==> src/design/dkmt_pkg.sv <==
`default_nettype none

package dkmt_pkg;

    localparam int KEY_W     = 56;
    localparam int HANDLER_W = 4;
    localparam int TAG_W     = 16;
    localparam int SEQ_W     = 32;
    localparam int ACTION_W  = 2;
    localparam int STATUS_W  = 2;
    localparam int INDEX_W   = 4;

    localparam logic [ACTION_W-1:0] ACT_ARM    = 2'd0;
    localparam logic [ACTION_W-1:0] ACT_DISARM = 2'd1;
    localparam logic [ACTION_W-1:0] ACT_LOOKUP = 2'd2;

    localparam logic [STATUS_W-1:0] STS_DONE = 2'd0;
    localparam logic [STATUS_W-1:0] STS_FULL = 2'd1;
    localparam logic [STATUS_W-1:0] STS_MISS = 2'd2;

    typedef struct packed {
        logic [ACTION_W-1:0]  action;
        logic [KEY_W-1:0]     key;
        logic [HANDLER_W-1:0] handler_id;
        logic [TAG_W-1:0]     feed_tag;
        logic [SEQ_W-1:0]     seq_number;
    } req_t;

    typedef struct packed {
        logic [STATUS_W-1:0]  status;
        logic                 hit;
        logic [INDEX_W-1:0]   entry_index;
        logic [HANDLER_W-1:0] match_handler;
        logic [TAG_W-1:0]     match_tag;
        logic [SEQ_W-1:0]     match_seq;
    } rsp_t;

    // everything an entry holds apart from its key
    typedef struct packed {
        logic [HANDLER_W-1:0] handler;
        logic [TAG_W-1:0]     tag;
        logic [SEQ_W-1:0]     seq;
    } entry_t;

    typedef struct packed {
        logic capture;
        logic write;
        logic shift;
    } cell_ctrl_t;

    typedef enum logic [1:0] {
        ST_IDLE,
        ST_CMP,
        ST_SEL,
        ST_EXEC
    } state_t;

endpackage

`default_nettype wire

==> src/design/dkmt_stream_if.sv <==
`default_nettype none

interface dkmt_stream_if #(
    parameter type payload_t = logic
);
    logic     valid;
    logic     ready;
    payload_t data;

    modport source (output valid, output data, input ready);
    modport sink (input valid, input data, output ready);
endinterface

`default_nettype wire

==> src/design/dkmt_cell.sv <==
`default_nettype none

module dkmt_cell
    import dkmt_pkg::*;
#(
    parameter int KEY_BITS = 56
)
(
    input  wire logic                clk,
    input  wire logic                rst_n,
    input  wire cell_ctrl_t          ctrl,
    input  wire logic                valid,
    input  wire logic [KEY_BITS-1:0] probe_key,
    input  wire logic [KEY_BITS-1:0] wr_key,
    input  wire entry_t              wr_entry,
    input  wire logic [KEY_BITS-1:0] nb_key,
    input  wire entry_t              nb_entry,
    input  wire logic                below_in,
    output logic                     below_out,
    output logic                     first,
    output logic [KEY_BITS-1:0]      key,
    output entry_t                   entry
);

    logic [KEY_BITS-1:0] key_reg;
    logic [KEY_BITS-1:0] key_next;
    entry_t              entry_reg;
    entry_t              entry_next;
    logic                match_reg;
    logic                match_next;

    always_comb
    begin
        key_next   = key_reg;
        entry_next = entry_reg;
        if (ctrl.write)
        begin
            key_next   = wr_key;
            entry_next = wr_entry;
        end
        else if (ctrl.shift)
        begin
            key_next   = nb_key;
            entry_next = nb_entry;
        end
    end

    always_comb
    begin
        match_next = match_reg;
        if (ctrl.capture)
        begin
            match_next = valid && (probe_key == key_reg);
        end
    end

    always_ff @(posedge clk)
    begin
        key_reg   <= key_next;
        entry_reg <= entry_next;
    end

    always_ff @(posedge clk or negedge rst_n)
    begin
        if (!rst_n)
        begin
            match_reg <= 1'b0;
        end
        else
        begin
            match_reg <= match_next;
        end
    end

    // lowest match wins: a match below this cell masks it
    assign below_out = below_in | match_reg;
    assign first     = match_reg & ~below_in;
    assign key       = key_reg;
    assign entry     = entry_reg;

endmodule

`default_nettype wire

==> src/design/demux_key_match_table.sv <==
// A request word passes the compare, select and execute steps over the row
// of entry cells; a new request is taken only after the last one has left
// execute, and execute waits while an earlier result is still unread.
// A request is taken while an earlier result still waits at the output.
// Reset (rst_n, async, active low) empties the table; entry contents are
// left as they are and only entries below the count are ever used.
`default_nettype none

module demux_key_match_table
    import dkmt_pkg::*;
#(
    parameter int DEPTH    = 16,
    parameter int KEY_BITS = 56
)
(
    input  wire logic     clk,
    input  wire logic     rst_n,
    dkmt_stream_if.sink   req,
    dkmt_stream_if.source rsp
);

    localparam int SK    = (KEY_BITS < KEY_W) ? KEY_BITS : KEY_W;
    localparam int IDX_W = (DEPTH > 1) ? $clog2(DEPTH) : 1;
    localparam int CNT_W = $clog2(DEPTH + 1);
    localparam int IXW   = (IDX_W > INDEX_W) ? IDX_W : INDEX_W;
    localparam logic [CNT_W-1:0] FULL_COUNT = CNT_W'(DEPTH);

    state_t               state_reg;
    state_t               state_next;
    req_t                 req_reg;
    logic [CNT_W-1:0]     count_reg;
    logic [CNT_W-1:0]     count_next;
    logic                 found_reg;
    logic [IDX_W-1:0]     idx_reg;
    logic [IDX_W-1:0]     idx_sel;
    entry_t               sel_entry_reg;
    entry_t               ent_sel;
    rsp_t                 rsp_reg;
    rsp_t                 rsp_next;
    logic                 rsp_valid_reg;
    logic                 rsp_valid_next;

    logic                 capture;
    logic                 sel_load;
    logic                 exec_go;
    logic                 do_write;
    logic                 do_shift;
    logic [IDX_W-1:0]     wr_idx;
    logic [IXW-1:0]       ix_hit;
    logic [IXW-1:0]       ix_new;

    logic [DEPTH:0]       below;
    logic [DEPTH-1:0]     first;
    logic [DEPTH-1:0]     valid;
    cell_ctrl_t           ctrl   [DEPTH];
    logic [SK-1:0]        cell_key   [DEPTH];
    entry_t               cell_entry [DEPTH];
    entry_t               wr_entry;

    assign below[0] = 1'b0;
    assign wr_entry = '{handler: req_reg.handler_id, tag: req_reg.feed_tag,
                        seq: req_reg.seq_number};

    // ---------------------------------------------------------------- cells
    for (genvar i = 0; i < DEPTH; i++)
    begin : g_cell
        logic [SK-1:0] nb_key;
        entry_t        nb_entry;

        if (i == DEPTH - 1)
        begin : g_last
            assign nb_key   = cell_key[i];
            assign nb_entry = cell_entry[i];
        end
        else
        begin : g_mid
            assign nb_key   = cell_key[i+1];
            assign nb_entry = cell_entry[i+1];
        end

        assign valid[i]         = CNT_W'(i) < count_reg;
        assign ctrl[i].capture  = capture;
        assign ctrl[i].write    = exec_go && do_write && (wr_idx == IDX_W'(i));
        assign ctrl[i].shift    = exec_go && do_shift && (IDX_W'(i) >= idx_reg)
                                  && (CNT_W'(i + 1) < count_reg);

        dkmt_cell #(
            .KEY_BITS (SK)
        ) u_cell (
            .clk       (clk),
            .rst_n     (rst_n),
            .ctrl      (ctrl[i]),
            .valid     (valid[i]),
            .probe_key (req_reg.key[SK-1:0]),
            .wr_key    (req_reg.key[SK-1:0]),
            .wr_entry  (wr_entry),
            .nb_key    (nb_key),
            .nb_entry  (nb_entry),
            .below_in  (below[i]),
            .below_out (below[i+1]),
            .first     (first[i]),
            .key       (cell_key[i]),
            .entry     (cell_entry[i])
        );
    end

    // ------------------------------------------------------------ control
    always_comb
    begin
        state_next = state_reg;
        case (state_reg)
            ST_IDLE:
            begin
                if (req.valid)
                begin
                    state_next = ST_CMP;
                end
            end
            ST_CMP:  state_next = ST_SEL;
            ST_SEL:  state_next = ST_EXEC;
            ST_EXEC:
            begin
                if (!rsp_valid_reg || rsp.ready)
                begin
                    state_next = ST_IDLE;
                end
            end
            default: state_next = ST_IDLE;
        endcase
    end

    always_comb
    begin
        req.ready = 1'b0;
        capture   = 1'b0;
        sel_load  = 1'b0;
        exec_go   = 1'b0;
        case (state_reg)
            ST_IDLE: req.ready = 1'b1;
            ST_CMP:  capture   = 1'b1;
            ST_SEL:  sel_load  = 1'b1;
            ST_EXEC: exec_go   = !rsp_valid_reg || rsp.ready;
            default: req.ready = 1'b0;
        endcase
    end

    // ------------------------------------------------------------- select
    always_comb
    begin
        idx_sel = '0;
        ent_sel = '0;
        for (int i = 0; i < DEPTH; i++)
        begin
            if (first[i])
            begin
                idx_sel = idx_sel | IDX_W'(i);
                ent_sel = entry_t'(ent_sel | cell_entry[i]);
            end
        end
    end

    // ------------------------------------------------------------ execute
    always_comb
    begin
        rsp_next   = '0;
        do_write   = 1'b0;
        do_shift   = 1'b0;
        wr_idx     = idx_reg;
        count_next = count_reg;
        ix_hit     = IXW'(idx_reg);
        ix_new     = IXW'(count_reg);
        case (req_reg.action)
            ACT_ARM:
            begin
                if (found_reg)
                begin
                    do_write             = 1'b1;
                    rsp_next.entry_index = ix_hit[INDEX_W-1:0];
                end
                else if (count_reg == FULL_COUNT)
                begin
                    rsp_next.status = STS_FULL;
                end
                else
                begin
                    do_write             = 1'b1;
                    wr_idx               = count_reg[IDX_W-1:0];
                    count_next           = count_reg + 1'b1;
                    rsp_next.entry_index = ix_new[INDEX_W-1:0];
                end
            end
            ACT_DISARM:
            begin
                if (found_reg)
                begin
                    do_shift             = 1'b1;
                    count_next           = count_reg - 1'b1;
                    rsp_next.entry_index = ix_hit[INDEX_W-1:0];
                end
                else
                begin
                    rsp_next.status = STS_MISS;
                end
            end
            ACT_LOOKUP:
            begin
                if (found_reg)
                begin
                    rsp_next.hit           = 1'b1;
                    rsp_next.entry_index   = ix_hit[INDEX_W-1:0];
                    rsp_next.match_handler = sel_entry_reg.handler;
                    rsp_next.match_tag     = sel_entry_reg.tag;
                    rsp_next.match_seq     = sel_entry_reg.seq;
                end
                else
                begin
                    rsp_next.status = STS_MISS;
                end
            end
            default: rsp_next = '0;
        endcase
    end

    always_comb
    begin
        rsp_valid_next = rsp_valid_reg;
        if (exec_go)
        begin
            rsp_valid_next = 1'b1;
        end
        else if (rsp.ready)
        begin
            rsp_valid_next = 1'b0;
        end
    end

    // ---------------------------------------------------------- registers
    always_ff @(posedge clk or negedge rst_n)
    begin
        if (!rst_n)
        begin
            state_reg     <= ST_IDLE;
            count_reg     <= '0;
            rsp_valid_reg <= 1'b0;
        end
        else
        begin
            state_reg     <= state_next;
            rsp_valid_reg <= rsp_valid_next;
            if (exec_go)
            begin
                count_reg <= count_next;
            end
        end
    end

    always_ff @(posedge clk)
    begin
        if (req.valid && req.ready)
        begin
            req_reg <= req.data;
        end
        if (sel_load)
        begin
            found_reg     <= below[DEPTH];
            idx_reg       <= idx_sel;
            sel_entry_reg <= ent_sel;
        end
        if (exec_go)
        begin
            rsp_reg <= rsp_next;
        end
    end

    assign rsp.valid = rsp_valid_reg;
    assign rsp.data  = rsp_reg;

`ifndef NO_ASSERTIONS
    a_count_bound: assert property (@(posedge clk) disable iff (!rst_n)
        count_reg <= FULL_COUNT)
        else $error("entry count above table depth");

    a_first_onehot: assert property (@(posedge clk) disable iff (!rst_n)
        $onehot0(first))
        else $error("more than one first match");

    a_disarm_count: assert property (@(posedge clk) disable iff (!rst_n)
        (exec_go && req_reg.action == ACT_DISARM && found_reg)
        |=> count_reg == CNT_W'($past(count_reg) - 1'b1))
        else $error("disarm did not shrink the table");

    a_full_status: assert property (@(posedge clk) disable iff (!rst_n)
        (exec_go && req_reg.action == ACT_ARM && !found_reg && count_reg == FULL_COUNT)
        |=> (rsp_reg.status == STS_FULL && count_reg == FULL_COUNT))
        else $error("arm on full table not reported");
`endif

endmodule

`default_nettype wire
==> src/flat_wrapper.sv <==
// flat-port wrapper written by rule: the top's interface ports become plain ports
module demux_key_match_table_flat import dkmt_pkg::*;
#(
    parameter int DEPTH    = 16,
    parameter int KEY_BITS = 56
)
  (clk, rst_n, req_valid, req_data, req_ready, rsp_valid, rsp_data, rsp_ready);
  dkmt_stream_if req_i ();
  dkmt_stream_if rsp_i ();
  input  wire logic clk;
  input  wire logic rst_n;
  input wire logic [$bits(req_i.valid)-1:0] req_valid;
  input wire logic [$bits(req_i.data)-1:0] req_data;
  output wire logic [$bits(req_i.ready)-1:0] req_ready;
  output wire logic [$bits(rsp_i.valid)-1:0] rsp_valid;
  output wire logic [$bits(rsp_i.data)-1:0] rsp_data;
  input wire logic [$bits(rsp_i.ready)-1:0] rsp_ready;
  assign req_i.valid = req_valid;
  assign req_i.data = req_data;
  assign req_ready = req_i.ready;
  assign rsp_valid = rsp_i.valid;
  assign rsp_data = rsp_i.data;
  assign rsp_i.ready = rsp_ready;
  demux_key_match_table #(.DEPTH(DEPTH), .KEY_BITS(KEY_BITS)) u_core (.clk(clk), .rst_n(rst_n), .req(req_i), .rsp(rsp_i));
endmodule
==> config.mk <==
export PLATFORM = sky130hd
export DESIGN_NAME = demux_key_match_table_flat
export DESIGN_NICKNAME = d
export VERILOG_FILES = /design/src/design/dkmt_pkg.sv /design/src/design/dkmt_stream_if.sv /design/src/design/dkmt_cell.sv /design/src/design/demux_key_match_table.sv /design/src/flat_wrapper.sv
export SDC_FILE = /design/constraint.sdc
export NUM_CORES = 1
export LEC_CHECK = 0
export BUFFER_PORTS_ARGS = -buffer_cell sky130_fd_sc_hd__buf_4
export CAP_MARGIN = 30
export CORE_AREA = 2 2 39 41
export CTS_BUF_LIST = sky130_fd_sc_hd__clkbuf_8
export CTS_CLUSTER_SIZE = 25
export DETAILED_ROUTE_END_ITERATION = 8
export DIE_AREA = 0 0 41 43
export PLACE_DENSITY = 0.34
export SLEW_MARGIN = 15
export SYNTH_ARGS = -nofsm -noshare
export SYNTH_HDL_FRONTEND = slang
export SYNTH_SLANG_ARGS = --single-unit
==> constraint.sdc <==
create_clock -name clk -period 1.6 [get_ports clk]
set_clock_uncertainty 0.2 [all_clocks]
set_input_delay 0.48 -clock clk [delete_from_list [all_inputs] [get_ports clk]]
set_output_delay 0.48 -clock clk [all_outputs]
set_load 0.005 [all_outputs]
## Word-level counts from Yosys, hierarchy flattened

Index checks and enable logic that the tools add are counted.

| storage, ports and cells | value |
|---|---|
| flip-flop bits (word level) | 3 |
| bits in latches | 0 |
| bits in writable memories | 0 |
| bits in read-only memories | 0 |
| output and inout bits | 3 |
| word-level logic and storage cells | 19 |
| memories kept | 0 |

| operators by class | value |
|---|---|
| add/sub/neg operators | 0 |
| multipliers | 0 |
| div/mod/pow operators | 0 |
| order comparisons | 0 |
| eq/ne operators | 5 |
| shifts and indexed selects | 0 |
| multiplexer cells | 7 |
| bitwise operators | 0 |
| reductions and logical operators | 5 |

Operator list:

| operator | count |
|---|---|
| $pmux 2 s4 | 1 |
| $eq 2x2->1 const B | 2 |
| $mux 1 | 4 |
| $mux 2 | 2 |
| $eq 2x1->1 const B | 1 |
| $logic_not 2->1 | 1 |
| $ne 2x1->1 const B | 1 |
| $ne 2x2->1 const B | 1 |
| $reduce_and 2->1 | 1 |
| $reduce_bool 2->1 | 1 |
| $logic_not 1->1 | 1 |
| $logic_or 1x1->1 | 1 |

## Depth between registers and ports, before layout

| depth | value |
|---|---|
| word-level depth | 4 |
| depth in mapped cells | 5 |
| gate-level depth less buffers | 5 |

## Worst setup path before layout

Ideal clock, no wire load.

| path | value |
|---|---|
| kind | register to register |
| start point | register u_core.state_reg[0] |
| end point | register u_core.state_reg[1] |
| setup time | 0.125 ns |
| arrival | 1.191 ns |
| data required time | 1.275 ns |
| slack | 0.084 ns |
| stages on the path, launching flop included | 6 |
| path buffers | 0 |
| period minus slack after synthesis | 1.516 ns |
| cells stage by stage | dfrtp_1 inv_1 ha_1 nor2b_1 a21oi_2 mux2_4 |

| between the ends | value |
|---|---|
| word-level cells in the longest chain between the ends | 3 |

RTL lines:

| what | line | RTL |
|---|---|---|
| start, declared | demux_key_match_table.sv:28 | `state_t state_reg;` |
| start signal, assigned | demux_key_match_table.sv:248 | `state_reg <= state_next;` |
| $eq 2x2->1 or $logic_not 2->1 (tied branches) | demux_key_match_table.sv:111 | `case (state_reg)` |
| $ne 2x1->1 (no source line) or $ne 2x2->1 (tied branches) | - |  |
| $reduce_and 2->1 (no source line) | - |  |

Several ways; a longest one is shown, not always the timed one.
A chain may end at the register's enable or synchronous reset.

## Final worst setup path

| path | value |
|---|---|
| start point | register u_core.state_reg[0] |
| end point | output req_ready |

| between the ends | value |
|---|---|
| word-level cells in the longest chain between the ends | 2 |

RTL lines:

| what | line | RTL |
|---|---|---|
| $logic_not 2->1 | demux_key_match_table.sv:138 | `case (state_reg)` |
| $mux 1 | demux_key_match_table.sv:138 |  |
| end, declared | flat_wrapper.sv:14 | `output wire logic [$bits(req_i.ready)-1:0] req_ready;` |

No other way between the ends.

==> impl_metrics.json <==
{
  "p_comb_frac": 0.581,
  "die_area_um2": 1760,
  "ys_ff_latch": 3,
  "p_leak_nw": 0.198,
  "synth-adder-area-share": 0.190,
  "path_class": "flip-flop to primary output",
  "critPathCaptureType": "primary output",
  "clockBufferDepth": 2,
  "rsz0062_at_grt": "true",
  "cts.clk_slew.worst_paths_ns": 0.03,
  "setup_ws_ns": -0.00410,
  "ys_seq_area_frac": 0.380,
  "cts_num_sinks": 3,
  "clk_latency_ns": 0.21,
  "min_path_cells": 4,
  "r2r-end": "u_core.state_reg[1]",
  "min_to": "u_core.state_reg[0]",
  "seqPwrFrac": 0.169,
  "fmax_mhz": 623,
  "synthMuxAreaShare": 0.0759,
  "r2r_slack_ns": 0.02,
  "grt_pass1_wl_um": 745,
  "crit_chain": "inv_2, ha_4, buf_6",
  "syn-num-nets": 26,
  "largest_reg_flops": 2,
  "synth.avg_cell_area_um2": 11.0,
  "final_hold_viol_count": 0,
  "synth-xor-area-share": 0,
  "fin_setup_tns_ns": -0.00410,
  "clkPwrFrac": 0.250,
  "design.portCount": 8,
  "vias": 176,
  "grt_overflow": 0,
  "gp_congestion": 0.552,
  "fin_nets": 44,
  "peakVddDrop_uv": 405,
  "multi_input_comb_area_um2": 138,
  "drive_gt1_frac": 0.686,
  "vias_per_cell": 3.45,
  "synth_compound_area_frac": 0.0886,
  "hold_path_class": "input port to flip-flop",
  "arrival_ns": 0.92,
  "wl_um": 485,
  "cp_slowest_cell": "dfrtp_1",
  "die_w_um": 41,
  "maxSlewViolCount": 0,
  "remaining_drc_errors": 0,
  "cts_inserted_buffers": 3,
  "report.final.setup_viol": 1,
  "period_needed_ns": 1.60,
  "r2r_start": "u_core.state_reg[0]",
  "yosys_warnings": 0,
  "layout_common_cells": "buf_4, clkbuf_8, dfrtp_1",
  "syn2layout_area_growth_pct": 103,
  "reg2regPathDepth": 6,
  "power_switching_share": 0.290,
  "initial_utilization": 0.143,
  "final_common_cell": "buf_4",
  "regArea_um2": 75.1,
  "place_worst_setup_slack_ns": 0.0253,
  "coreArea_um2": 1380,
  "required_ns": 0.92,
  "synth_cell_types": 13,
  "switching_power_uw": 250,
  "drv_cap": 0,
  "grt_pass1_vias": 193,
  "dp_hpwl_um": 293,
  "outcome": "finished with violations",
  "ant_nets": 0,
  "antenna_cells": 0,
  "port_buffers": 5,
  "cts-root-buf": "clkbuf_8",
  "post-route-period-util": 1.00,
  "fillers": 152,
  "violations": "negative setup slack",
  "detail_route.wl_per_cell_um": 9.51,
  "die-height_um": 43,
  "final_util": 0.289,
  "grt_max_degree": 4,
  "cts_tree": "done",
  "drtIter0Drc": 0,
  "path_buf_inv": 2,
  "dp_cells": 39,
  "syn_inst": 18,
  "rows": 14,
  "fin_cells": 51,
  "synth_top_family_by_area": "adder cells",
  "critical-path-top-delay-family": "flip-flops",
  "path_max_fanout": 2,
  "internal-power_uw": 612,
  "antenna_found_initial": 0,
  "start_kind": "flip-flop",
  "total_power_uw": 862,
  "h-tree-depth": 1,
  "grt_use_total": 0.0661,
  "synth-simple-area-share": 0.171,
  "syn_area_um2": 198,
  "min_from": "rsp_ready",
  "p_per_area_nw_per_um2": 2150,
  "max_stage_delay_ns": 0.37,
  "dr.pass1.iters": 1
}
==> worst max-delay path by stage <==
stage	startpoint	to	depth (start not counted)
6_report	u_core.state_reg[0]	req_ready	3
5_1_grt	u_core.state_reg[0]	req_ready	3
4_1_cts	u_core.state_reg[0]	u_core.state_reg[1]	6
3_5_place_dp	u_core.state_reg[1]	u_core.state_reg[1]	5
3_3_place_gp	u_core.state_reg[1]	u_core.state_reg[1]	5
2_1_floorplan	u_core.state_reg[0]	u_core.state_reg[1]	5
==> cell usage after synthesis <==
cell       count  area, um^2
nor2b_4        1        13.8
or2_1          1        6.26
conb_1         1        3.75
nand2_1        1        3.75
a21oi_2        1        8.76
mux2_4         1        15.0
nor2b_1        1        6.26
a2bb2oi_1      1        8.76
inv_1          2        7.51
dfrtp_1        3        75.1
nor2_1         1        3.75
buf_4          1        7.51
ha_1           3        37.5
==> power groups by stage <==
stage,registers (mW),clock network [mW],logic [mW]
after floorplan,0.144,0,0.181
after global placement,0.147,0,0.272
after detailed placement,0.145,0,0.277
after CTS,0.144,0.223,0.462
after global routing,0.150,0.225,0.552
final,0.146,0.216,0.500
==> metrics by stage <==
step	hold slack (ns)	cell area [um^2]
after floorplan	-0.0156	198
after global placement	0.0708	255
after detailed placement	0.0724	255
after CTS	0.350	387
after global routing	0.375	400
final	0.357	400
==> final cells by class <==
| cell class | instances | area share |
|---|---|---|
| Tap cell | 16 | 0.0500 |
| Clock buffer | 3 | 0.103 |
| Sequential cell | 3 | 0.188 |
| Clock inverter | 1 | 0.00938 |
| Multi-Input combinational cell | 12 | 0.344 |
| Inverter | 2 | 0.0188 |
| Timing Repair Buffer | 14 | 0.287 |
==> worst reg2reg max path: stages, from the launching register on <==
cell and delay, ns:
dfrtp_1 0.37, inv_2 0.06, ha_4 0.16, buf_6 0.11, nor2b_4 0.12, a21oi_4 0.13
mux2_4 0.31
==> repair_timing <==
action / 4_1_cts / 5_1_grt
pin swaps: 1 / 1
endpoints found under the setup margin: 1 / 3
hold buffers: 1 / 0
endpoints found under the hold margin: 3 / 0
buffers inserted: 7 / 0
gates resized for setup: 7 / 3
==> layer usage <==
layer / global-route usage / vias up / part of all wire
met5: 0 / - / 0
met4: 0.0800 / 0 / 0
met3: 0 / 0 / 0.070
met2: 0.103 / 6 / 0.55
met1: 0.0671 / 82 / 0.38
li1: - / 88 / -
==> cell families (layout without fill, tap and decap cells) <==
logic type	after synthesis	after routing
and+or+nand+nor	5	5
adders and majority gates	3	3
DFF	3	3
buffers and inverters	3	20
AOI/OAI and AO/OA	2	2
other	1	1
muxes	1	1
(Power assumes the default switching activity.)
